<file path="config.mk">
export PLATFORM = sky130hd
export DESIGN_NAME = ones_complement_checksum_core_flat
export DESIGN_NICKNAME = d
export VERILOG_FILES = /design/src/sv/occ_pkg.sv /design/src/sv/occ_in_if.sv /design/src/sv/occ_out_if.sv /design/src/sv/ones_complement_checksum_core.sv /design/src/sv/occ_input_stage.sv /design/src/sv/occ_accum.sv /design/src/flat_wrapper.sv
export SDC_FILE = /design/constraint.sdc
export NUM_CORES = 1
export LEC_CHECK = 0
export BUFFER_PORTS_ARGS = -buffer_cell sky130_fd_sc_hd__buf_2
export CORE_MARGIN = 4
export CORE_UTILIZATION = 61
export DETAILED_ROUTE_END_ITERATION = 16
export PLACE_DENSITY = 0.82
export RECOVER_POWER = 50
export SLEW_MARGIN = 10
export SYNTH_ARGS = -nofsm -noshare
export SYNTH_HDL_FRONTEND = slang
export SYNTH_SLANG_ARGS = --single-unit
</file>
<file path="constraint.sdc">
create_clock -name clk -period 7.6 [get_ports clk]
set_input_delay 2.28 -clock clk [delete_from_list [all_inputs] [get_ports clk]]
set_output_delay 2.28 -clock clk [all_outputs]
set_load 0.02 [all_outputs]
</file>
<file path="src/sv/occ_pkg.sv">
// ----------------------------------------------------------------------------
// occ_pkg
// Shared types, mode codes and helpers for the one's complement checksum core.
// ----------------------------------------------------------------------------
package occ_pkg;

    localparam int BYTE_W = 8;
    localparam int SUM_W  = 32;
    localparam int MODE_W = 2;
    localparam int LANE_W = 2;

    // word width codes; the unused code acts as 32-bit words
    localparam logic [MODE_W-1:0] MODE_W8  = 2'd0;
    localparam logic [MODE_W-1:0] MODE_W16 = 2'd1;
    localparam logic [MODE_W-1:0] MODE_W32 = 2'd2;
    localparam logic [MODE_W-1:0] MODE_RST = MODE_W16;

    localparam logic [SUM_W-1:0] MASK8  = 32'h0000_00FF;
    localparam logic [SUM_W-1:0] MASK16 = 32'h0000_FFFF;
    localparam logic [SUM_W-1:0] MASK32 = 32'hFFFF_FFFF;

    // registered input item handed from the input stage to the accumulator
    typedef struct packed {
        logic              valid;
        logic [BYTE_W-1:0] data_byte;
        logic              last_byte;
    } occ_item_t;

    function automatic logic [SUM_W-1:0] width_mask(input logic [MODE_W-1:0] mode);
        logic [SUM_W-1:0] m;
        case (mode)
            MODE_W8:  m = MASK8;
            MODE_W16: m = MASK16;
            default:  m = MASK32;
        endcase
        return m;
    endfunction

    // index of the highest lane in the word (bytes per word minus one)
    function automatic logic [LANE_W-1:0] top_lane(input logic [MODE_W-1:0] mode);
        logic [LANE_W-1:0] t;
        case (mode)
            MODE_W8:  t = 2'd0;
            MODE_W16: t = 2'd1;
            default:  t = 2'd3;
        endcase
        return t;
    endfunction

endpackage

</file>
<file path="src/sv/occ_in_if.sv">
// ----------------------------------------------------------------------------
// occ_in_if
// Byte item channel: valid/ready handshake with data byte and last mark.
// ----------------------------------------------------------------------------
interface occ_in_if;
    import occ_pkg::*;

    logic              valid;
    logic              ready;
    logic [BYTE_W-1:0] data_byte;
    logic              last_byte;

    modport source (output valid, output data_byte, output last_byte, input ready);
    modport sink   (input valid, input data_byte, input last_byte, output ready);
endinterface

</file>
<file path="src/sv/occ_out_if.sv">
// ----------------------------------------------------------------------------
// occ_out_if
// Checksum item channel: valid/ready handshake with the 32-bit checksum.
// ----------------------------------------------------------------------------
interface occ_out_if;
    import occ_pkg::*;

    logic             valid;
    logic             ready;
    logic [SUM_W-1:0] checksum;

    modport source (output valid, output checksum, input ready);
    modport sink   (input valid, input checksum, output ready);
endinterface

</file>
<file path="src/sv/ones_complement_checksum_core.sv">
// ----------------------------------------------------------------------------
// ones_complement_checksum_core
// One's complement (Internet style) checksum over a byte stream, with
// 8/16/32-bit big-endian words selected by a width register.
// ----------------------------------------------------------------------------
//  channel   | dir | handshake     | payload
//  byte_in   | in  | valid / ready | data_byte[7:0], last_byte
//  sum_out   | out | valid / ready | checksum[31:0]
//  cfg       | in  | cfg_we        | cfg_wdata[1:0] = word_width_mode
//
//  One byte item per clock. Each byte is held in the input register and is
//  summed into the accumulator as it leaves; the checksum register and
//  sum_out.valid are loaded when the last byte is summed. Reset clears the
//  accumulator and sets 16-bit words. While a checksum waits on sum_out.ready
//  the accumulator holds, the input register fills and byte_in.ready drops. A
//  width write restarts the message.
// ----------------------------------------------------------------------------
module ones_complement_checksum_core (
    input  logic                        clk,
    input  logic                        rst_n,
    occ_in_if.sink                      byte_in,
    occ_out_if.source                   sum_out,
    input  logic                        cfg_we,
    input  logic [occ_pkg::MODE_W-1:0]  cfg_wdata
);
    import occ_pkg::*;

    logic [MODE_W-1:0] mode_reg;
    logic [MODE_W-1:0] mode_next;
    occ_item_t         stage;
    logic              advance;

    assign mode_next = cfg_we ? cfg_wdata : mode_reg;

    always_ff @(posedge clk or negedge rst_n)
    begin
        if (!rst_n)
        begin
            mode_reg <= MODE_RST;
        end
        else
        begin
            mode_reg <= mode_next;
        end
    end

    occ_input_stage u_input_stage (
        .clk     (clk),
        .rst_n   (rst_n),
        .byte_in (byte_in),
        .advance (advance),
        .stage   (stage)
    );

    occ_accum u_accum (
        .clk     (clk),
        .rst_n   (rst_n),
        .clear   (cfg_we),
        .mode    (mode_reg),
        .stage   (stage),
        .advance (advance),
        .sum_out (sum_out)
    );

    // a new result only follows a last byte leaving the input register
    a_result_from_last: assert property (@(posedge clk) disable iff (!rst_n)
        $rose(sum_out.valid) |-> $past(stage.valid && stage.last_byte))
        else $error("checksum without a last byte");

    // input back-pressure only while the input register holds an item
    a_ready_low_full: assert property (@(posedge clk) disable iff (!rst_n)
        !byte_in.ready |-> (stage.valid && sum_out.valid && !sum_out.ready))
        else $error("input stalled with room to spare");

    // checksum stays inside the selected word width
    a_width8: assert property (@(posedge clk) disable iff (!rst_n)
        (sum_out.valid && mode_reg == MODE_W8) |-> (sum_out.checksum[31:8] == 24'd0))
        else $error("8-bit checksum has high bits set");

    a_width16: assert property (@(posedge clk) disable iff (!rst_n)
        (sum_out.valid && mode_reg == MODE_W16) |-> (sum_out.checksum[31:16] == 16'd0))
        else $error("16-bit checksum has high bits set");
endmodule

</file>
<file path="src/sv/occ_input_stage.sv">
// ----------------------------------------------------------------------------
// occ_input_stage
// Input register for byte items; refills in the same cycle it drains.
// ----------------------------------------------------------------------------
module occ_input_stage (
    input  logic                clk,
    input  logic                rst_n,
    occ_in_if.sink              byte_in,
    input  logic                advance,
    output occ_pkg::occ_item_t  stage
);
    import occ_pkg::*;

    logic              valid_reg;
    logic              valid_next;
    logic [BYTE_W-1:0] data_reg;
    logic              last_reg;
    logic              take;

    assign byte_in.ready = !valid_reg || advance;
    assign take          = byte_in.valid && byte_in.ready;

    always_comb
    begin
        valid_next = valid_reg;
        if (take)
        begin
            valid_next = 1'b1;
        end
        else if (advance)
        begin
            valid_next = 1'b0;
        end
    end

    always_ff @(posedge clk or negedge rst_n)
    begin
        if (!rst_n)
        begin
            valid_reg <= 1'b0;
        end
        else
        begin
            valid_reg <= valid_next;
        end
    end

    always_ff @(posedge clk)
    begin
        if (take)
        begin
            data_reg <= byte_in.data_byte;
            last_reg <= byte_in.last_byte;
        end
    end

    assign stage.valid     = valid_reg;
    assign stage.data_byte = data_reg;
    assign stage.last_byte = last_reg;
endmodule

</file>
<file path="src/sv/occ_accum.sv">
// ----------------------------------------------------------------------------
// occ_accum
// Lane-aligned one's complement add with end-around carry, message state and
// the checksum result register.
// ----------------------------------------------------------------------------
module occ_accum (
    input  logic                        clk,
    input  logic                        rst_n,
    input  logic                        clear,
    input  logic [occ_pkg::MODE_W-1:0]  mode,
    input  occ_pkg::occ_item_t          stage,
    output logic                        advance,
    occ_out_if.source                   sum_out
);
    import occ_pkg::*;

    logic [SUM_W-1:0]  sum_reg;
    logic [SUM_W-1:0]  sum_next;
    logic [LANE_W-1:0] lane_reg;
    logic [LANE_W-1:0] lane_next;
    logic              out_valid_reg;
    logic              out_valid_next;
    logic [SUM_W-1:0]  cks_reg;

    logic              take;
    logic [SUM_W-1:0]  mask;
    logic [LANE_W-1:0] lane_top;
    logic [LANE_W-1:0] lane;
    logic [LANE_W-1:0] lane_pos;
    logic [SUM_W-1:0]  shifted;
    logic [SUM_W:0]    raw;
    logic              carry;
    logic [SUM_W-1:0]  folded;

    assign advance = !out_valid_reg || sum_out.ready;
    assign take    = stage.valid && advance;

    assign mask     = width_mask(mode);
    assign lane_top = top_lane(mode);
    assign lane     = lane_reg & lane_top;
    // bytes below this one in the word; lane 0 is the most significant
    assign lane_pos = lane_top - lane;
    assign shifted  = {{(SUM_W-BYTE_W){1'b0}}, stage.data_byte} << {lane_pos, 3'b000};
    assign raw      = {1'b0, sum_reg & mask} + {1'b0, shifted};

    always_comb
    begin
        case (mode)
            MODE_W8:  carry = raw[8];
            MODE_W16: carry = raw[16];
            default:  carry = raw[SUM_W];
        endcase
    end

    // both addends are at most mask, so one fold cannot carry again
    assign folded = ((raw[SUM_W-1:0] & mask) + {{(SUM_W-1){1'b0}}, carry}) & mask;

    always_comb
    begin
        sum_next       = sum_reg;
        lane_next      = lane_reg;
        out_valid_next = out_valid_reg && !sum_out.ready;
        if (clear)
        begin
            sum_next  = '0;
            lane_next = '0;
        end
        else if (take)
        begin
            if (stage.last_byte)
            begin
                sum_next       = '0;
                lane_next      = '0;
                out_valid_next = 1'b1;
            end
            else
            begin
                sum_next  = folded;
                lane_next = (lane == lane_top) ? '0 : lane + 2'd1;
            end
        end
    end

    always_ff @(posedge clk or negedge rst_n)
    begin
        if (!rst_n)
        begin
            sum_reg       <= '0;
            lane_reg      <= '0;
            out_valid_reg <= 1'b0;
        end
        else
        begin
            sum_reg       <= sum_next;
            lane_reg      <= lane_next;
            out_valid_reg <= out_valid_next;
        end
    end

    always_ff @(posedge clk)
    begin
        if (take && stage.last_byte && !clear)
        begin
            cks_reg <= ~folded & mask;
        end
    end

    assign sum_out.valid    = out_valid_reg;
    assign sum_out.checksum = cks_reg;
endmodule

</file>
<file path="src/flat_wrapper.sv">
// flat-port wrapper written by rule: the top's interface ports become plain ports
module ones_complement_checksum_core_flat import occ_pkg::*;
  (clk, rst_n, cfg_we, cfg_wdata, byte_in_valid, byte_in_data_byte, byte_in_last_byte, byte_in_ready, sum_out_valid, sum_out_checksum, sum_out_ready);
  occ_in_if byte_in_i ();
  occ_out_if sum_out_i ();
  input  logic clk;
  input  logic rst_n;
  input  logic cfg_we;
  input  logic [occ_pkg::MODE_W-1:0] cfg_wdata;
  input wire logic [$bits(byte_in_i.valid)-1:0] byte_in_valid;
  input wire logic [$bits(byte_in_i.data_byte)-1:0] byte_in_data_byte;
  input wire logic [$bits(byte_in_i.last_byte)-1:0] byte_in_last_byte;
  output wire logic [$bits(byte_in_i.ready)-1:0] byte_in_ready;
  output wire logic [$bits(sum_out_i.valid)-1:0] sum_out_valid;
  output wire logic [$bits(sum_out_i.checksum)-1:0] sum_out_checksum;
  input wire logic [$bits(sum_out_i.ready)-1:0] sum_out_ready;
  assign byte_in_i.valid = byte_in_valid;
  assign byte_in_i.data_byte = byte_in_data_byte;
  assign byte_in_i.last_byte = byte_in_last_byte;
  assign byte_in_ready = byte_in_i.ready;
  assign sum_out_valid = sum_out_i.valid;
  assign sum_out_checksum = sum_out_i.checksum;
  assign sum_out_i.ready = sum_out_ready;
  ones_complement_checksum_core u_core (.clk(clk), .rst_n(rst_n), .byte_in(byte_in_i), .sum_out(sum_out_i), .cfg_we(cfg_we), .cfg_wdata(cfg_wdata));
endmodule
</file>
Yosys cells after proc, flatten, opt, wreduce, memory -nomap -nowiden
Cells that the tools add are included.

Bits in registers: 79. Input bits: 16. Output and inout port bits: 34. Word-level logic and storage cells: 50.

Add/sub/neg operators: 4. Eq/ne operators: 2. Shift-type cells: 1. Mux-type cells: 15. Bitwise logic cells: 6. Reduce and logical (&&, ||, !) cells: 14.

Operators by type and width (number): 32-bit bitwise AND (4); 32-bit 2-to-1 mux (3); 32-bit case mux with 2 select lines (1); 32-bit by 32-bit adder with 33-bit output (1); 32-bit by 1-bit adder with 32-bit output (1); 32-bit inverter (1); 8-bit by 5-bit left shift with 32-bit output (1); 2-bit 2-to-1 mux (4); 1-bit logical AND (5); 1-bit 2-to-1 mux (5); 1-bit logical NOT (4); 2-bit case mux with 2 select lines (1); 2-bit nonzero test (2); 2-bit by 1-bit adder with 2-bit output, second input constant (1); 2-bit bitwise AND (1); 2-bit by 1-bit equality test with 1-bit output, second input constant (1); 2-bit equality test (1); 2-bit logical NOT (1); 1-bit logical OR (2); 1-bit case mux with 2 select lines (1); 2-bit subtractor (1).

Longest topological paths before layout
Depth after elaboration: 12. Depth in mapped cells: 30. Depth with buffers taken out: 29.

Hierarchy
Synthesis repeated with hierarchy kept, for this count alone.

Cell total of the unflattened synthesis: 730. Area, all modules: 6316.1 um2.

By module, submodules not included: occ_accum (times used 1, cells each 711, area each 5903.2 um2, sequential area each 1836.8 um2); occ_input_stage (times used 1, cells each 15, area each 339.1 um2, sequential area each 295.3 um2); ones_complement_checksum_core (times used 1, cells each 4, area each 73.8 um2, sequential area each 51.3 um2).

Worst setup path before layout
OpenSTA, ideal clock, no wires.

Path type: register -> register. From: register u_core.mode_reg[1]. To: register u_core.u_accum.cks_reg[30] (netlist: u_core.u_accum.sum_out.checksum[30]) (data pin). Setup time: 255 ps. Arrival time: 6038 ps. Data required time: 7345 ps. Setup slack: 1307 ps. Stages on the path, launching flop included: 31. Path buffers: 2. Period minus slack after synthesis: 6293 ps. Cell sequence: dfrtp_1 > clkbuf_1 > nor2_1 > clkbuf_1 > o21ai_0 > nor2b_1 > ha_1 > inv_1 > fa_1 > nand2b_1 > a211oi_2 > o21a_1 > o31ai_2 > o31a_1 > o31ai_4 > a21o_1 > a21oi_1 > o21bai_1 > a21oi_1 > a21oi_1 > ha_1 > nand2b_1 > nor2_1 > nand4_4 > nor4b_4 > nand4_2 > nor4b_4 > nand3_4 > nor4b_4 > xnor2_1 > and2_1.

Cells in the longest elaborated chain, start to end: 11. Elaborated cells on any way between the ends: 15. Those cells by class: add/sub: 3; eq/ne: 1; shift: 1; mux: 3; bitwise: 6; reduce/logical: 1.

RTL lines: from (decl) (RTL line ones_complement_checksum_core.sv:28) `logic [MODE_W-1:0] mode_reg;`; from (signal assigned) (RTL line ones_complement_checksum_core.sv:43) `mode_reg <= mode_next;`; 2-bit by 1-bit equality test with 1-bit output or 2-bit logical NOT (tied branches) (RTL line occ_pkg.sv:31, occ_pkg.sv:42, occ_accum.sv:48); 2-bit case mux with 2 select lines (RTL line occ_pkg.sv:42) `case (mode)`; 2-bit bitwise AND (RTL line occ_accum.sv:40) `assign lane = lane_reg & lane_top;`; 2-bit subtractor (RTL line occ_accum.sv:42) `assign lane_pos = lane_top - lane;`; 8-bit by 5-bit left shift with 32-bit output (RTL line occ_accum.sv:43) `assign shifted = {{(SUM_W-BYTE_W){1'b0}}, stage.data_byte} << {lane_pos, 3'b000};`; 32-bit by 32-bit adder with 33-bit output (RTL line occ_accum.sv:44) `assign raw = {1'b0, sum_reg & mask} + {1'b0, shifted};`; 1-bit case mux with 2 select lines or 32-bit bitwise AND (tied branches) (RTL line occ_accum.sv:48, occ_accum.sv:56); 32-bit by 1-bit adder with 32-bit output (RTL line occ_accum.sv:56) `assign folded = ((raw[SUM_W-1:0] & mask) + {{(SUM_W-1){1'b0}}, carry}) & mask;`; 32-bit bitwise AND (RTL line occ_accum.sv:56); 32-bit inverter (RTL line occ_accum.sv:104) `cks_reg <= ~folded & mask;`; 32-bit bitwise AND * (RTL line occ_accum.sv:104); to (signal assigned) (RTL line occ_accum.sv:104); to (decl) (RTL line occ_accum.sv:23) `logic [SUM_W-1:0] cks_reg;`.

Every way passes the cells marked *; elsewhere a longest branch is shown, timed or not. A chain may end at the register's enable or synchronous reset.

Worst setup path after layout
Same ends and word-level chain as after synthesis.

==> metrics.sh <==
STATUS='finished with violations'
VIOLATIONS='capacitance limit, slew limit'
SYNTHSIMPLEGATEAREAFRAC=0.288
FILLER_CELL_COUNT=828
MET2ROUTEDLENGTH_MM=7.67
DR.PASS1.ITERS=5
TRITONCTS='built'
MIN_DELAY_PATH_DEPTH=2
DIE_EXTENT_IN_Y_UM=108
FRACTION_OF_THE_MAPPED_NETLIST_AREA_IN_COMPOUND_GATES=0.167
PLACEDINSTANCEAREA_UM2=6500
TIMING.HOLD.WS_PS=475
FLOORPLAN.DIE_AREA_UM2=11800
CLOCKBUFFERDEPTH=2
CRITICAL_PATH_CLASS='flop to flop'
POSTCTSHOLDBUFS=0
ROUTE.DETAILED.VIAS_PER_INST=6.21
PLACE.GP.CONGESTION=0.984
ACHIEVABLE-FREQUENCY_MHz=141
CTS-HTREE-LEVELS=3
ANTENNA_FOUND_INITIAL=0
DATA_REQUIRED_TIME_OF_THE_CRITICAL_PATH_PS=7730
REPORT.FINAL.SLEW_VIOL_COUNT=72
SETUP_VIOL_COUNT_FINAL=0
GRT_FIRST_PASS_WIRELENGTH_MM=27.0
WORST_CASE_CLOCK_SKEW_PS=12.1
ANT_NETS_AFTER_ROUTE=0
R2R_END='u_core.u_accum.sum_out.checksum[30]$_DFFE_PP_'
GRT_PASS1_VIAS=5189
RELSLEWSLACK=-1.10
CPLARGESTDELAYFAMILY='simple AND/OR/NAND/NOR gates'
CTS_REPAIR_RESIZE_COUNT=0
DRIVE_ABOVE_1_SHARE=0.0983
POWER.DENSITY_nW_PER_UM2=159
CTS.REPORTEDPATHS.CLKPINSLEW_PS=80
STARTING_DENSITY_OF_THE_CORE=0.627
WORST_SLEW_PIN_SLEW_PS=3130
ROUTE.TOP_LAYER_USED='met4'
NETLIST-CELL-TYPE-COUNT=72
SYN-NUM-NETS=731
GRT_OVERALL_USAGE=0.301
YOSYSWARNINGCOUNT=0
DETAILED_ROUTE_ITER0_VIOLATIONS=325
STATIC-LEAKAGE-POWER_nW=2.68
IR_WORST_VDD_V=0.000119
YOSYS_MOST_USED_DFF='sky130_fd_sc_hd__edfxtp_1'
SYNTH.LARGEST_AREA_CELL='sky130_fd_sc_hd__edfxtp_1'
NUM-NETS-FINAL=768
FF2FF_SETUP_SLACK_PS=520
SYNTH_CELLS=680
ROOT_BUFFER='sky130_fd_sc_hd__clkbuf_8'
POST_SYNTH_MAIN_AREA_CONTRIBUTORS='sky130_fd_sc_hd__edfxtp_1, sky130_fd_sc_hd__dfrtp_1, sky130_fd_sc_hd__and2_1'
FLOORPLAN.ROWS=36
POST-ROUTE-MIN-PERIOD_PS=7080
SYNTH_TOP_FAMILY_BY_AREA='simple AND/OR/NAND/NOR gates'
FINALNONFILLERCELLS=856
CAP_VIOL_MAX_COUNT=2
VIAS=5312
CRITICAL_PATH.SLOWEST_CELL='sky130_fd_sc_hd__dfrtp_1'
FLOORPLAN.CORE_AREA_UM2=9820
GRT_REMAINING_OVERFLOW=0
CRITICAL_PATH.MAX_FANOUT=13
CRIT_BUF_INV=2
AREA.GROWTH.SYNTH_TO_FINAL_PCT=8.65
SYNTH-SEQ-CELLS=79
SYNTHADDERAREAFRAC=0.0723
DRCVIOLATIONCOUNT=0
FINALSETUPTNS_PS=0
CP_SLOWEST_STAGE_DELAY_PS=470
HPWLAFTERDP_MM=12.5
CRIT_ARRIVAL_PS=7220
SYNTH.MUX.AREA_FRACTION=0.0154
GRT_START_MAX_NET_PINS=50
LAYOUT_WORST_PATH_CYCLE_SHARE=0.932
WORST_HOLD_PATH.ENDPOINT='u_core.u_accum.sum_reg[17]$_DFFE_PN0P_'
WORSTSETUPENDPOINTTYPE='flop'
FINAL_HOLD_VIOL_COUNT=0
MIN_FROM='u_core.u_accum.sum_reg[17]$_DFFE_PN0P_'
SYNTHARSTFLOPSHARE=0.481
ROUTED_WIRE_LENGTH_PER_INSTANCE_UM=19.4
PORTBUFFERS=49
SYNTH_ENABLE_FLOP_CELLS=41
SYNTH_TOP_CELL_AREA_SHARE=0.200
CTS.REPAIR_TIMING.SETUP_BUFFER_COUNT=0
CTS-BUFFERS-INSERTED=9
TIMING.CRITICAL_PATH.FROM_TYPE='flop'
SUMMED_INSTANCE_AREA_OF_THE_SYNTHESIZED_NETLIST_UM2=6160
YS_SEQ_AREA_FRAC=0.354
WIRELENGTH_MM=16.6
CLK_LAT_WORST_SKEW_PS=370
POST-LAYOUT-TOTAL-POWER_mW=1.06
MET3_WIRELENGTH_MM=1.49
RSZ_0062_RAISED_AFTER_GLOBAL_ROUTING='false'
WORST_R2R_SRC='u_core.mode_reg[1]$_DFFE_PN0P_'
FF2FF_PATH_DEPTH=29
SYNTH_XOR_AREA_FRAC=0.0766
FINAL_DESIGN_AREA_NO_FILL_UM2=6690
DIE_WIDTH_UM=108
NUM_IO_PINS=50
HOLD_PATH.CLASS='flop to flop'
WL_MET1_MM=6.94
CTS.SINKS=79
DPL.CELL_COUNT=839
SYNTHESIS.AREA_PER_INSTANCE_UM2=9.06
## routing by layer
| metal | GRT usage | vias up |
|---|---|---|
| met5 | 0 | - |
| met3 | 0.0579 | 34 |
| met1 | 0.405 | 2534 |
| li1 | - | 2508 |
| met2 | 0.472 | 236 |
| met4 | 0.133 | 0 |
## cells in the mapped netlist (11+ instances only)
cell type / number
sky130_fd_sc_hd__nand2b_1: 11
sky130_fd_sc_hd__clkbuf_1: 17
sky130_fd_sc_hd__xnor2_1: 28
sky130_fd_sc_hd__dfrtp_1: 37
sky130_fd_sc_hd__and2_1: 71
sky130_fd_sc_hd__nand3_1: 15
sky130_fd_sc_hd__a21oi_1: 37
sky130_fd_sc_hd__inv_1: 13
sky130_fd_sc_hd__xor2_1: 24
sky130_fd_sc_hd__nand2_1: 84
sky130_fd_sc_hd__nor2b_1: 12
sky130_fd_sc_hd__nand4_1: 13
sky130_fd_sc_hd__edfxtp_1: 41
sky130_fd_sc_hd__ha_1: 34
sky130_fd_sc_hd__nor2_1: 48
sky130_fd_sc_hd__o21ai_0: 43
sky130_fd_sc_hd__nor3_1: 13
## cells in the final DEF, fill, tap and decap left out, types with 5 or more instances in the layout
cell / count
sky130_fd_sc_hd__a211oi_1: 6
sky130_fd_sc_hd__a21o_1: 6
sky130_fd_sc_hd__a21oi_1: 36
sky130_fd_sc_hd__a22o_1: 7
sky130_fd_sc_hd__and2_1: 70
sky130_fd_sc_hd__and3_1: 8
sky130_fd_sc_hd__buf_2: 14
sky130_fd_sc_hd__clkbuf_1: 35
sky130_fd_sc_hd__clkbuf_8: 9
sky130_fd_sc_hd__dfrtp_1: 37
sky130_fd_sc_hd__edfxtp_1: 41
sky130_fd_sc_hd__ha_1: 34
sky130_fd_sc_hd__inv_1: 13
sky130_fd_sc_hd__mux2i_1: 5
sky130_fd_sc_hd__nand2_1: 84
sky130_fd_sc_hd__nand2b_1: 11
sky130_fd_sc_hd__nand3_1: 15
sky130_fd_sc_hd__nand4_1: 13
sky130_fd_sc_hd__nor2_1: 48
sky130_fd_sc_hd__nor2b_1: 12
sky130_fd_sc_hd__nor3_1: 13
sky130_fd_sc_hd__nor4_1: 5
sky130_fd_sc_hd__nor4b_4: 5
sky130_fd_sc_hd__o21a_1: 5
sky130_fd_sc_hd__o21ai_0: 43
sky130_fd_sc_hd__o21ai_1: 7
sky130_fd_sc_hd__or3_1: 6
sky130_fd_sc_hd__xnor2_1: 28
sky130_fd_sc_hd__xor2_1: 24
## logic make-up (layout without fill, tap and decap cells)
| logic type | after synthesis | count (layout) |
|---|---|---|
| fa+ha+maj | 35 | 35 |
| xor+xnor | 53 | 53 |
| other cells | 0 | 1 |
| compound gates | 152 | 152 |
| buf+inv | 40 | 82 |
| mux | 9 | 9 |
| flops | 79 | 79 |
| simple gates | 312 | 312 |
## worst register-to-register path: cells and delay by family (launching register included)
kind,cells,cell delay (ps)
simple gates,12,2760
fa+ha+maj,3,840
flops,1,470
xor+xnor,1,90
buf+inv,2,300
compound gates,11,2400
## layout make-up
cell class	instances	area, µm²	area share
Antenna cell	1	2.50	0.000374
Sequential cell	79	2180	0.326
Clock buffer	9	124	0.0185
Multi-Input combinational cell	561	3820	0.570
Timing Repair Buffer	53	231	0.0346
Inverter	13	48.8	0.00729
Tap cell	133	166	0.0249
Clock inverter	7	120	0.0179
## power breakdown
part | total, mW | internal (mW) | switching (mW)
Sequential | 0.487 | 0.473 | 0.0139
Combinational | 0.187 | 0.0649 | 0.122
Clock | 0.387 | 0.219 | 0.168
## through the flow
step | setup slack (ps) | util
6_report | 516 | 0.682
5_1_grt | 81.9 | 0.681
4_1_cts | 587 | 0.687
3_5_place_dp | 655 | 0.662
3_3_place_gp | 966 | 0.662
2_1_floorplan | 1310 | -
## how the worst max path moves through the flow
stage          slack [ps]                      startpoint  depth (start not counted)                                             to
3_3_place_gp          970  u_core.mode_reg[1]$_DFFE_PN0P_                         29  u_core.u_accum.sum_out.checksum[30]$_DFFE_PP_
6_report              520  u_core.mode_reg[1]$_DFFE_PN0P_                         29  u_core.u_accum.sum_out.checksum[30]$_DFFE_PP_
2_1_floorplan        1310  u_core.mode_reg[1]$_DFFE_PN0P_                         30  u_core.u_accum.sum_out.checksum[30]$_DFFE_PP_
4_1_cts               590  u_core.mode_reg[1]$_DFFE_PN0P_                         29  u_core.u_accum.sum_out.checksum[30]$_DFFE_PP_
3_5_place_dp          650  u_core.mode_reg[1]$_DFFE_PN0P_                         29  u_core.u_accum.sum_out.checksum[30]$_DFFE_PP_
5_1_grt                80  u_core.mode_reg[0]$_DFFE_PN1P_                         27  u_core.u_accum.sum_out.checksum[30]$_DFFE_PP_
Note: power is estimated with default switching activity, not from simulation.
